`src/rtl/u8d_pkg.sv`:
```
// types, codes and helpers of the utf-8 to utf-32 decoder
// no dependencies
package u8d_pkg;

  localparam int unsigned U8D_MID_DEPTH = 2;
  localparam int unsigned U8D_OUT_DEPTH = 2;

  localparam int unsigned CP_W   = 31;
  localparam int unsigned BYTE_W = 8;
  localparam int unsigned LEN_W  = 3;

  typedef enum logic [1:0] {
    ERR_OK    = 2'd0,
    ERR_LEAD  = 2'd1,
    ERR_TRUNC = 2'd2
  } err_code_t;

  // classified byte handed from front to back
  // seq_len: 0 bad lead, 1 ascii, 2..6 lead of that length
  typedef struct packed {
    logic [BYTE_W-1:0] raw;
    logic [6:0]        data;
    logic [LEN_W-1:0]  seq_len;
    logic              eos;
  } item_t;

  typedef struct packed {
    logic [CP_W-1:0] code_point;
    err_code_t       error_code;
    logic            last;
  } result_t;

  function automatic logic [LEN_W-1:0] seq_length(input logic [BYTE_W-1:0] b);
    logic [LEN_W-1:0] n;
    begin
      if (b[7] == 1'b0)              n = 3'd1;
      else if (b[7:6] == 2'b10)      n = 3'd0;
      else if (b[7:5] == 3'b110)     n = 3'd2;
      else if (b[7:4] == 4'b1110)    n = 3'd3;
      else if (b[7:3] == 5'b11110)   n = 3'd4;
      else if (b[7:2] == 6'b111110)  n = 3'd5;
      else if (b[7:1] == 7'b1111110) n = 3'd6;
      else                           n = 3'd0;
      return n;
    end
  endfunction

endpackage

```
`src/rtl/u8d_fifo.sv`:
```
// small register queue with count, used between the decoder stages
// depends on nothing but its parameters (DEPTH >= 2)
module u8d_fifo #(
  parameter int unsigned WIDTH = 8,
  parameter int unsigned DEPTH = 2
) (
  input  logic             clk,
  input  logic             rst_n,
  input  logic             push,
  input  logic [WIDTH-1:0] wdata,
  output logic             full,
  input  logic             pop,
  output logic [WIDTH-1:0] rdata,
  output logic             empty
);

  localparam int unsigned PW = (DEPTH > 1) ? $clog2(DEPTH) : 1;
  localparam int unsigned CW = $clog2(DEPTH + 1);
  localparam logic [PW-1:0] LAST_PTR = PW'(DEPTH - 1);
  localparam logic [CW-1:0] FULL_CNT = CW'(DEPTH);

  logic [WIDTH-1:0] mem_r [DEPTH];
  logic [PW-1:0]    wr_ptr_r, wr_ptr_nxt;
  logic [PW-1:0]    rd_ptr_r, rd_ptr_nxt;
  logic [CW-1:0]    cnt_r, cnt_nxt;
  logic             do_push, do_pop;

  assign full    = (cnt_r == FULL_CNT);
  assign empty   = (cnt_r == '0);
  assign do_push = push && !full;
  assign do_pop  = pop && !empty;
  assign rdata   = mem_r[rd_ptr_r];

  always_comb begin
    wr_ptr_nxt = wr_ptr_r;
    rd_ptr_nxt = rd_ptr_r;
    cnt_nxt    = cnt_r;
    if (do_push) begin
      wr_ptr_nxt = (wr_ptr_r == LAST_PTR) ? '0 : wr_ptr_r + PW'(1);
    end
    if (do_pop) begin
      rd_ptr_nxt = (rd_ptr_r == LAST_PTR) ? '0 : rd_ptr_r + PW'(1);
    end
    if (do_push && !do_pop) begin
      cnt_nxt = cnt_r + CW'(1);
    end else if (do_pop && !do_push) begin
      cnt_nxt = cnt_r - CW'(1);
    end
  end

  always_ff @(posedge clk) begin
    if (!rst_n) begin
      wr_ptr_r <= '0;
      rd_ptr_r <= '0;
      cnt_r    <= '0;
    end else begin
      wr_ptr_r <= wr_ptr_nxt;
      rd_ptr_r <= rd_ptr_nxt;
      cnt_r    <= cnt_nxt;
    end
  end

  always_ff @(posedge clk) begin
    if (do_push) begin
      mem_r[wr_ptr_r] <= wdata;
    end
  end

endmodule

```
`src/rtl/u8d_front.sv`:
```
// front stage: classifies each raw byte and extracts its lead payload bits
// depends on u8d_pkg
module u8d_front
  import u8d_pkg::*;
(
  input  logic [BYTE_W-1:0] byte_in,
  input  logic              end_of_string,
  output item_t             item
);

  logic [LEN_W-1:0] len;
  logic [6:0]       mask;

  always_comb begin
    len = seq_length(byte_in);
    case (len)
      3'd1:    mask = 7'h7f;
      3'd2:    mask = 7'h1f;
      3'd3:    mask = 7'h0f;
      3'd4:    mask = 7'h07;
      3'd5:    mask = 7'h03;
      3'd6:    mask = 7'h01;
      default: mask = 7'h00;
    endcase
    item.raw     = byte_in;
    item.data    = byte_in[6:0] & mask;
    item.seq_len = len;
    item.eos     = end_of_string;
  end

endmodule

```
`src/rtl/u8d_back.sv`:
```
// back stage: sequence state, value assembly and result generation
// depends on u8d_pkg
module u8d_back
  import u8d_pkg::*;
(
  input  logic    clk,
  input  logic    rst_n,
  input  logic    item_valid,
  input  item_t   item,
  output logic    res_valid,
  output result_t res
);

  logic [CP_W-1:0]  pv_r, pv_nxt;
  logic [LEN_W-1:0] rem_r, rem_nxt;
  logic [CP_W-1:0]  shifted;
  logic [LEN_W-1:0] rem_dec;

  assign shifted = {pv_r[CP_W-7:0], item.raw[5:0]};
  assign rem_dec = rem_r - LEN_W'(1);

  always_comb begin
    pv_nxt         = pv_r;
    rem_nxt        = rem_r;
    res_valid      = 1'b0;
    res.code_point = '0;
    res.error_code = ERR_OK;
    res.last       = item.eos;
    if (item_valid) begin
      if (rem_r != '0) begin
        // continuation byte, taken whatever its top bits are
        pv_nxt  = shifted;
        rem_nxt = rem_dec;
        if (rem_dec == '0) begin
          res_valid      = 1'b1;
          res.code_point = shifted;
          pv_nxt         = '0;
        end else if (item.eos) begin
          res_valid      = 1'b1;
          res.error_code = ERR_TRUNC;
          pv_nxt         = '0;
          rem_nxt        = '0;
        end
      end else if (item.seq_len == 3'd1) begin
        res_valid      = 1'b1;
        res.code_point = {{(CP_W-7){1'b0}}, item.data};
      end else if (item.seq_len == '0) begin
        res_valid      = 1'b1;
        res.error_code = ERR_LEAD;
        pv_nxt         = '0;
      end else if (item.eos) begin
        // lead byte at string end
        res_valid      = 1'b1;
        res.error_code = ERR_TRUNC;
        pv_nxt         = '0;
      end else begin
        pv_nxt  = {{(CP_W-7){1'b0}}, item.data};
        rem_nxt = item.seq_len - LEN_W'(1);
      end
    end
  end

  always_ff @(posedge clk) begin
    if (!rst_n) begin
      pv_r  <= '0;
      rem_r <= '0;
    end else begin
      pv_r  <= pv_nxt;
      rem_r <= rem_nxt;
    end
  end

endmodule

```
`src/rtl/utf8_to_utf32_decoder.sv`:
```
// UTF-8 to UTF-32 stream decoder, one byte per clock sustained while no
// queue is full. A byte is classified on entry and parked in a short
// queue; the back stage takes one queued byte per cycle whenever the
// result queue has room; results reach the out_ ports from that queue.
// Lead bytes 0xC0-0xFD open 2..6 byte sequences, continuation bytes are not
// checked, invalid lead bytes give error 1 and a sequence cut short by the
// end-of-string flag gives error 2 (code point zero in both cases).
// The rate is set by the back stage's combinational shift-and-or update.
// depends on u8d_pkg, u8d_front, u8d_back, u8d_fifo
module utf8_to_utf32_decoder
  import u8d_pkg::*;
#(
  parameter int unsigned MID_DEPTH = U8D_MID_DEPTH,
  parameter int unsigned OUT_DEPTH = U8D_OUT_DEPTH
) (
  input  logic              clk,
  input  logic              rst_n,
  input  logic              in_push,
  output logic              in_full,
  input  logic [BYTE_W-1:0] in_byte_in,
  input  logic              in_end_of_string,
  output logic              out_empty,
  input  logic              out_pop,
  output logic [CP_W-1:0]   out_code_point,
  output logic [1:0]        out_error_code,
  output logic              out_last_result
);

  item_t   front_item;
  item_t   mid_item;
  logic    mid_empty;
  logic    out_q_full;
  logic    back_take;
  logic    res_valid;
  result_t res;
  result_t out_res;

  u8d_front u_front (
    .byte_in       (in_byte_in),
    .end_of_string (in_end_of_string),
    .item          (front_item)
  );

  u8d_fifo #(
    .WIDTH ($bits(item_t)),
    .DEPTH (MID_DEPTH)
  ) u_mid_q (
    .clk   (clk),
    .rst_n (rst_n),
    .push  (in_push),
    .wdata (front_item),
    .full  (in_full),
    .pop   (back_take),
    .rdata (mid_item),
    .empty (mid_empty)
  );

  // at most one result per byte, so room for one is enough
  assign back_take = !mid_empty && !out_q_full;

  u8d_back u_back (
    .clk        (clk),
    .rst_n      (rst_n),
    .item_valid (back_take),
    .item       (mid_item),
    .res_valid  (res_valid),
    .res        (res)
  );

  u8d_fifo #(
    .WIDTH ($bits(result_t)),
    .DEPTH (OUT_DEPTH)
  ) u_out_q (
    .clk   (clk),
    .rst_n (rst_n),
    .push  (res_valid),
    .wdata (res),
    .full  (out_q_full),
    .pop   (out_pop),
    .rdata (out_res),
    .empty (out_empty)
  );

  assign out_code_point  = out_res.code_point;
  assign out_error_code  = out_res.error_code;
  assign out_last_result = out_res.last;

endmodule

```
`config.mk`:
```
export PLATFORM = sky130hd
export DESIGN_NAME = utf8_to_utf32_decoder
export DESIGN_NICKNAME = d
export VERILOG_FILES = /design/src/rtl/u8d_pkg.sv /design/src/rtl/u8d_fifo.sv /design/src/rtl/u8d_front.sv /design/src/rtl/u8d_back.sv /design/src/rtl/utf8_to_utf32_decoder.sv
export SDC_FILE = /design/constraint.sdc
export NUM_CORES = 1
export LEC_CHECK = 0
export ABC_AREA = 0
export BUFFER_PORTS_ARGS = -buffer_cell sky130_fd_sc_hd__buf_2
export CELL_PAD_IN_SITES_DETAIL_PLACEMENT = 1
export CELL_PAD_IN_SITES_GLOBAL_PLACEMENT = 2
export CORE_ASPECT_RATIO = 1.25
export CORE_UTILIZATION = 37
export DETAILED_ROUTE_END_ITERATION = 12
export GPL_ROUTABILITY_DRIVEN = 0
export PLACE_DENSITY = 0.8
export REMOVE_ABC_BUFFERS = 1
export SLEW_MARGIN = 0
export SYNTH_ARGS = -nofsm -noshare
export SYNTH_HDL_FRONTEND = slang
export SYNTH_SLANG_ARGS = --single-unit
```
`constraint.sdc`:
```
create_clock -name clk -period 5.2 [get_ports clk]
set_input_delay 0.26 -clock clk [delete_from_list [all_inputs] [get_ports clk]]
set_output_delay 0.26 -clock clk [all_outputs]
set_load 0.01 [all_outputs]
```
==> results by group, run 1 <==
Logic synthesis
  • Yosys warns: 0
  • Synth area leader: edfxtp_1
  • Synth Cell Area: 5974 um^2
  • Synth top area cells: edfxtp_1 51%, dfxtp_1 13%, mux2_2 7.7%, and3_1 2.8%, o21ai_0 2.3%
  • Synth top area share: 51.27%
  • Most frequent cell after synthesis: edfxtp_1
  • Register area share after synthesis: 64.00%
  • Top_reg_cell synth: edfxtp_1
  • FF+latch count, synth: 140
  • Post-synthesis cell type count: 43
  • Mean Syn Cell Area: 13.10 um^2
  • Post-synth EDFFs: 102
  • Commonest cells in the netlist: 102 x edfxtp_1, 41 x mux2_2, 38 x dfxtp_1
  • Post-synthesis cell count: 456
  • Asr flop ratio synth: 0%

Clock network
  • # hold bufs at CTS: 0
  • CTS tree: built
  • Clock Sinks: 140
  • Worst-skew pair later-pin latency: 0.41 ns
  • Post-CTS Resized: 0
  • TritonCTS Buffers: 17
  • Clock root cell: clkbuf_16
  • Clk slew on worst S/H paths: 0.06 ns
  • Clk buf depth: 2
  • Post-CTS setup buffer count: 0
  • CTS H-tree depth: 4

Hold path
  • Min-delay worst type: primary input to flip-flop
  • WHS Endpoint: u_mid_q.mem_r[0][0]$_DFFE_PP_
  • Worst Hold Launch: in_end_of_string
  • Hold path depth: 1

Global routing
  • Total grt overflow: 0
  • Global-route wire length before repair: 20.20 mm
  • Largest net degree at the start of global routing: 47
  • Vias in the first global route: 3931
  • Initial antenna violation count: 0
  • GRT Util Overall: 16.28%

Outcome
  • Status: completed

Layout
  • Layout fillers: 1654
  • Nets@finish: 520
  • Share of layout cells above drive strength 1: 27.93%
  • Register area: 3824 um^2
  • Multi-input gate area: 1949 um^2
  • Cell area after layout: 7025 um^2
  • Area Overhead vs Synth: 17.59%
  • Antenna diodes: 0

Floorplan
  • Num ports: 49
  • Initial Util: 38.06%
  • Die area: 16660 um^2
  • Core ar.: 15700 um^2
  • Row count: 51
  • Die W: 115.7 um
  • Die span in y: 144.1 um

Detailed routing
  • Vias per cell: 5.160
  • Avg WL per Cell: 17.50 um
  • Vias: 3736
  • Initial drt markers: 213
  • DRT antenna net count: 0
  • DRC viols: 0
  • Final wirelength: 12.67 mm
  • DR pass1 iterations: 5

Power and ir drop
  • Power Density: 606.2 nW/um^2
  • Leak: 2.601 nW
  • Maximum VDD drop: 0.0002478 V

STA
  • Tcrit/Tclk final: 63.08%
  • Tmin final: 3.280 ns
  • Post-route setup slack: 1.920 ns
  • Maximum clock frequency: 0.3049 GHz
  • Worst-margin pin slew: 1.317 ns
  • Worst rel slew slack: 12.23%
  • Final Hold Vio Count: 0
  • Finish-stage setup viols: 0
  • Pins Over Slew Limit: 0
  • RSZ-0062 raised after global routing: false
  • Final Skew: 0.008656 ns

Placed design
  • Dpl hpwl: 8.256 mm
  • Cell area after placement: 6380 um^2
  • I/O Buffers: 48
  • Dpl ws: 1.920 ns

Critical path
  • Critical path arrival: 3.61 ns
  • Crit path max fanout: 27
  • Reg2Reg Depth: 8
  • Worst setup EP type: flip-flop
  • Critical register-to-register path endpoint: u_out_q.cnt_r[1]$_SDFFE_PN0P_
  • R2r setup slk: 1.92 ns
  • Crit start category: flip-flop
  • CP required: 5.53 ns
  • Crit Path Class: flip-flop to flip-flop
  • FF-to-FF Start: u_back.rem_r[0]$_SDFFE_PN0P_

Run
  • MaxCap Viol Count: 0
## sequential cells by signal, indices dropped and copies added, names as in the netlist, named ones only
signal and count:
u_mid_q.wr_ptr_r 1, u_back.pv_r 25, u_out_q.rd_ptr_r 1, u_out_q.cnt_r 2, u_mid_q.cnt_r 2, u_back.rem_r 3, u_mid_q.mem_r 34, u_out_q.wr_ptr_r 1
u_mid_q.rd_ptr_r 1, u_out_q.mem_r 68
## how the worst max path moves through the flow
stage,start,end,depth (start not counted)
after floorplan,flip-flop,u_out_q.mem_r[0][0]$_DFFE_PP_,6
after global placement,u_back.rem_r[0]$_SDFFE_PN0P_,u_out_q.cnt_r[1]$_SDFFE_PN0P_,8
after detailed placement,u_back.rem_r[0]$_SDFFE_PN0P_,u_out_q.cnt_r[1]$_SDFFE_PN0P_,8
after CTS,u_back.rem_r[0]$_SDFFE_PN0P_,u_out_q.cnt_r[1]$_SDFFE_PN0P_,8
after global routing,u_back.rem_r[0]$_SDFFE_PN0P_,u_out_q.cnt_r[1]$_SDFFE_PN0P_,8
final,u_back.rem_r[0]$_SDFFE_PN0P_,u_out_q.cnt_r[1]$_SDFFE_PN0P_,8
## where the power goes
part	leakage [nW]	total [W]	internal [W]	switching (W)
sequential	1.26	0.00159	0.00150	0.0000902
combinational	1.03	0.00136	0.000504	0.000857
clock	0.313	0.00131	0.000851	0.000456
total	2.60	0.00426	0.00286	0.00140
## routing by layer
layer  global-route usage (%)  wire length (um)  up-vias
li1                         -                 -     1798
met5                        0                 0        -
met1                    17.49              5158     1873
met3                    4.023               329        8
met2                    30.85              7081       57
met4                    5.263               101        0
## cell families after synthesis
family,synth area share (%)
flops,64.00
simple gates,10.60
buf+inv,3.539
fa+ha+maj,1.675
xor+xnor,1.173
compound gates,9.068
mux,9.948
## critical path, stage by stage, from the launching register on
cell      delay (ns)
dfxtp_1         0.38
inv_1           0.08
ha_1            0.26
nand2b_1        0.53
o211a_1         0.91
nor3_2          0.15
ha_1            0.36
or3_1           0.37
a21oi_1         0.16
## cells in the final DEF, fill, tap and decap left out, types with 8 or more instances in the layout
cell type / Yosys / layout
mux2_2: 41 / 41
clkbuf_16: 0 / 17
nand2_1: 9 / 9
and3_1: 27 / 27
nand3_1: 22 / 22
a21oi_1: 26 / 25
ha_1: 8 / 8
buf_2: 7 / 48
o21ai_0: 27 / 27
inv_1: 12 / 12
nor2_1: 29 / 29
edfxtp_1: 102 / 102
mux2i_1: 11 / 11
dfxtp_1: 38 / 38
## through the flow
step	TNS (ns)	cells	power [W]	utilization [%]	hold WS (ns)
3_3_place_gp	0	692	0.002922	40.64	0.4557
5_1_grt	0	724	0.004492	44.76	0.03165
6_report	0	724	0.004259	44.76	0.04617
2_1_floorplan	-13.26	425	0.002510	-	0.3589
3_5_place_dp	0	692	0.002990	40.64	0.4646
4_1_cts	0	724	0.004311	44.76	0.03425
## layout make-up
class / count / share of cell area, %
Multi-Input combinational cell: 272 / 27.75
Sequential cell: 140 / 54.43
Inverter: 13 / 0.6946
Timing Repair Buffer: 55 / 4.167
Clock inverter: 15 / 3.134
Tap cell: 212 / 3.776
Clock buffer: 17 / 6.055
Note: power is estimated with default switching activity, not from simulation.
==> run 2: changes to the inputs <==
--- a/config.mk
+++ b/config.mk
@@ -10,10 +10,10 @@
 export CELL_PAD_IN_SITES_DETAIL_PLACEMENT = 1
 export CELL_PAD_IN_SITES_GLOBAL_PLACEMENT = 2
 export CORE_ASPECT_RATIO = 1.25
-export CORE_UTILIZATION = 37
+export CORE_UTILIZATION = 42
 export DETAILED_ROUTE_END_ITERATION = 12
 export GPL_ROUTABILITY_DRIVEN = 0
-export PLACE_DENSITY = 0.8
+export PLACE_DENSITY = 0.86
 export REMOVE_ABC_BUFFERS = 1
 export SLEW_MARGIN = 0
 export SYNTH_ARGS = -nofsm -noshare
==> constraint.sdc (replaced) <==
create_clock -name clk -period 3.3 [get_ports clk]
set_input_delay 0.165 -clock clk [delete_from_list [all_inputs] [get_ports clk]]
set_output_delay 0.165 -clock clk [all_outputs]
set_load 0.01 [all_outputs]
==> results by group, run 2 (synthesis gave the netlist of run 1 again) <==
Outcome
  • Status: completed

Layout
  • Multi-input gate area: 1949 um^2 (unchanged)
  • Largest register FFs: 68 (unchanged)
  • Antenna diodes: 0 (unchanged)
  • Share of layout cells above drive strength 1: 27.61% (-0.32 points)
  • Biggest regs: u_out_q.mem_r: 68 flops, u_mid_q.mem_r: 34 flops, u_back.pv_r: 25 flops
  • Layout fillers: 1422 (-14%)
  • Final std cells w/o fill: 693 (-4.3%)
  • Nets@finish: 526 (+1.2%)
  • Cell area after layout: 6958 um^2 (-0.96%)
  • Most frequent cells in the layout: 102 x edfxtp_1, 48 x buf_2, 41 x mux2_2
  • Register area: 3824 um^2 (unchanged)
  • Area Overhead vs Synth: 16.46%
  • Final Util: 50.15% (+5.4 points)
  • Most flops, register: u_out_q.mem_r
  • Most common cell after layout, fill and taps aside: edfxtp_1

Clock network
  • Worst-skew pair later-pin latency: 0.41 ns (about the same)
  • Clock Sinks: 140 (unchanged)
  • CTS H-tree depth: 4 (unchanged)
  • Post-CTS Resized: 0 (unchanged)
  • Post-CTS setup buffer count: 0 (unchanged)
  • CTS tree: built
  • Clk slew on worst S/H paths: 0.06 ns (about the same)
  • Clk buf depth: 2 (unchanged)
  • # hold bufs at CTS: 3 (+3)
  • Clock root cell: clkbuf_16
  • TritonCTS Buffers: 17 (unchanged)

Detailed routing
  • Vias: 3734 (-0.054%)
  • Met3 Wirelength: 310 um (-5.8%)
  • Vias per cell: 5.388 (+4.4%)
  • Routed wl met2: 6.585 mm (-7.0%)
  • Initial drt markers: 163 (-23%)
  • Top sig layer: met4
  • DRT met1 WL: 5.156 mm (about the same)
  • Final wirelength: 12.19 mm (-3.8%)
  • DRC viols: 0 (unchanged)
  • Avg WL per Cell: 17.58 um (+0.47%)
  • DRT antenna net count: 0 (unchanged)
  • DR pass1 iterations: 4 (-1)

STA
  • Maximum clock frequency: 0.3539 GHz (+16%)
  • Worst rel slew slack: 35.53% (+23 points)
  • Pins Over Slew Limit: 0 (unchanged)
  • Worst-margin pin slew: 0.9671 ns (-0.3495 ns)
  • Setup TNS Final: 0 ns (unchanged)
  • Finish-stage setup viols: 0 (unchanged)
  • Final Hold Vio Count: 0 (unchanged)
  • RSZ-0062 raised after global routing: false
  • Final Skew: 0.009656 ns (+0.001000 ns)
  • Post-route setup slack: 0.4744 ns (-1.445 ns)
  • Tcrit/Tclk final: 85.62% (+23 points)
  • Tmin final: 2.826 ns (-0.4546 ns)

Critical path
  • Worst setup EP type: flip-flop
  • Crit Path Class: flip-flop to flip-flop
  • Critical path arrival: 3.16 ns (-0.45 ns)
  • Crit start category: flip-flop
  • CP required: 3.63 ns (-1.90 ns)
  • R2r setup slk: 0.47 ns (-1.45 ns)
  • Crit path max fanout: 10 (-63%)
  • Critical register-to-register path endpoint: u_out_q.cnt_r[1]$_SDFFE_PN0P_
  • Reg2Reg Depth: 9 (+1)

Placed design
  • Dpl ws: 0.5327 ns (-1.388 ns)
  • Cell area after placement: 6356 um^2 (-0.37%)
  • Inst Count DP: 658 (-4.9%)
  • I/O Buffers: 48 (unchanged)
  • Dpl hpwl: 7.967 mm (-3.5%)

Power and ir drop
  • Leak: 2.584 nW (-0.64%)
  • Power Density: 934.3 nW/um^2 (+54%)
  • Maximum VDD drop: 0.0004653 V (+88%)

Hold path
  • Worst Hold Launch: in_byte_in[2]
  • WHS Endpoint: u_mid_q.mem_r[0][13]$_DFFE_PP_
  • Hold path depth: 1 (unchanged)
  • Min-delay worst type: primary input to flip-flop

Floorplan
  • Core ar.: 13870 um^2 (-12%)
  • Die W: 108.7 um (-6.0%)
  • Row count: 48 (-5.9%)
  • Initial Util: 43.06% (+5.0 points)
  • Die area: 14710 um^2 (-12%)
  • Die span in y: 135.3 um (-6.1%)
  • Num ports: 49 (unchanged)

Global routing
  • Vias in the first global route: 3946 (+0.38%)
  • Initial antenna violation count: 0 (unchanged)
  • GRT Util Overall: 17.69% (+1.4 points)
  • Total grt overflow: 0 (unchanged)
  • Largest net degree at the start of global routing: 46 (-2.1%)
  • Global-route wire length before repair: 19.78 mm (-2.1%)

Run
  • MaxCap Viol Count: 0 (unchanged)
-- run 2: cell types whose count changed in the layout (fill, tap and decap cells not counted), moves of 2 or more --
cell	before	now
buf_4	7	10
bufinv_16	5	2
clkbuf_1	0	2
clkinv_2	4	2
clkinv_4	2	0
clkinvlp_4	2	4
dlygate4sd3_1	0	3
inv_6	2	4
-- run 2: report_power, final --
group | total, W | internal, W | switching (W) | leakage (nW)
Combinational | 0.00215 | 0.000819 | 0.00133 | 1.06
Clock | 0.00183 | 0.00112 | 0.000717 | 0.268
Sequential | 0.00252 | 0.00237 | 0.000150 | 1.26
-- run 2: through the flow --
stage / hold slack (ns) / total power, W
global placement: 0.3629 / 0.004603
CTS: 0.008354 / 0.006562
floorplan: 0.2639 / 0.003955
finish: 0.01860 / 0.006501
detailed placement: 0.3715 / 0.004694
global route: 0.01728 / 0.006853
-- run 2: cell type report --
cell class | instances | share of cell area [%]
Sequential cell | 140 | 54.95
Clock inverter | 13 | 1.996
Inverter | 13 | 0.7013
Timing Repair Buffer | 61 | 4.963
Multi-Input combinational cell | 272 | 28.02
Clock buffer | 19 | 6.222
Tap cell | 175 | 3.147
-- run 2: worst max-delay path, stage by stage (launching register included) --
cell,delay [ns]
dfxtp_1,0.42
mux2_2,0.23
inv_1,0.05
ha_1,0.19
ha_1,0.32
a2111oi_2,0.56
nor3_2,0.12
ha_1,0.33
or3_1,0.37
a21oi_1,0.15
-- run 2: worst max-delay path by stage --
stage               startpoint                            end  cells after the start
CTS                  flip-flop  u_out_q.cnt_r[1]$_SDFFE_PN0P_                      9
global route         flip-flop  u_out_q.cnt_r[1]$_SDFFE_PN0P_                      9
finish               flip-flop  u_out_q.cnt_r[1]$_SDFFE_PN0P_                      9
floorplan            flip-flop  u_out_q.mem_r[0][0]$_DFFE_PP_                      6
detailed placement   flip-flop  u_out_q.cnt_r[1]$_SDFFE_PN0P_                      9
global placement     flip-flop  u_out_q.cnt_r[1]$_SDFFE_PN0P_                      9
-- run 2: routing by layer --
metal	up-vias	global-route usage (%)
met3	11	4.281
met4	0	6.081
met5	-	0
met2	64	32.52
li1	1806	-
met1	1853	19.62
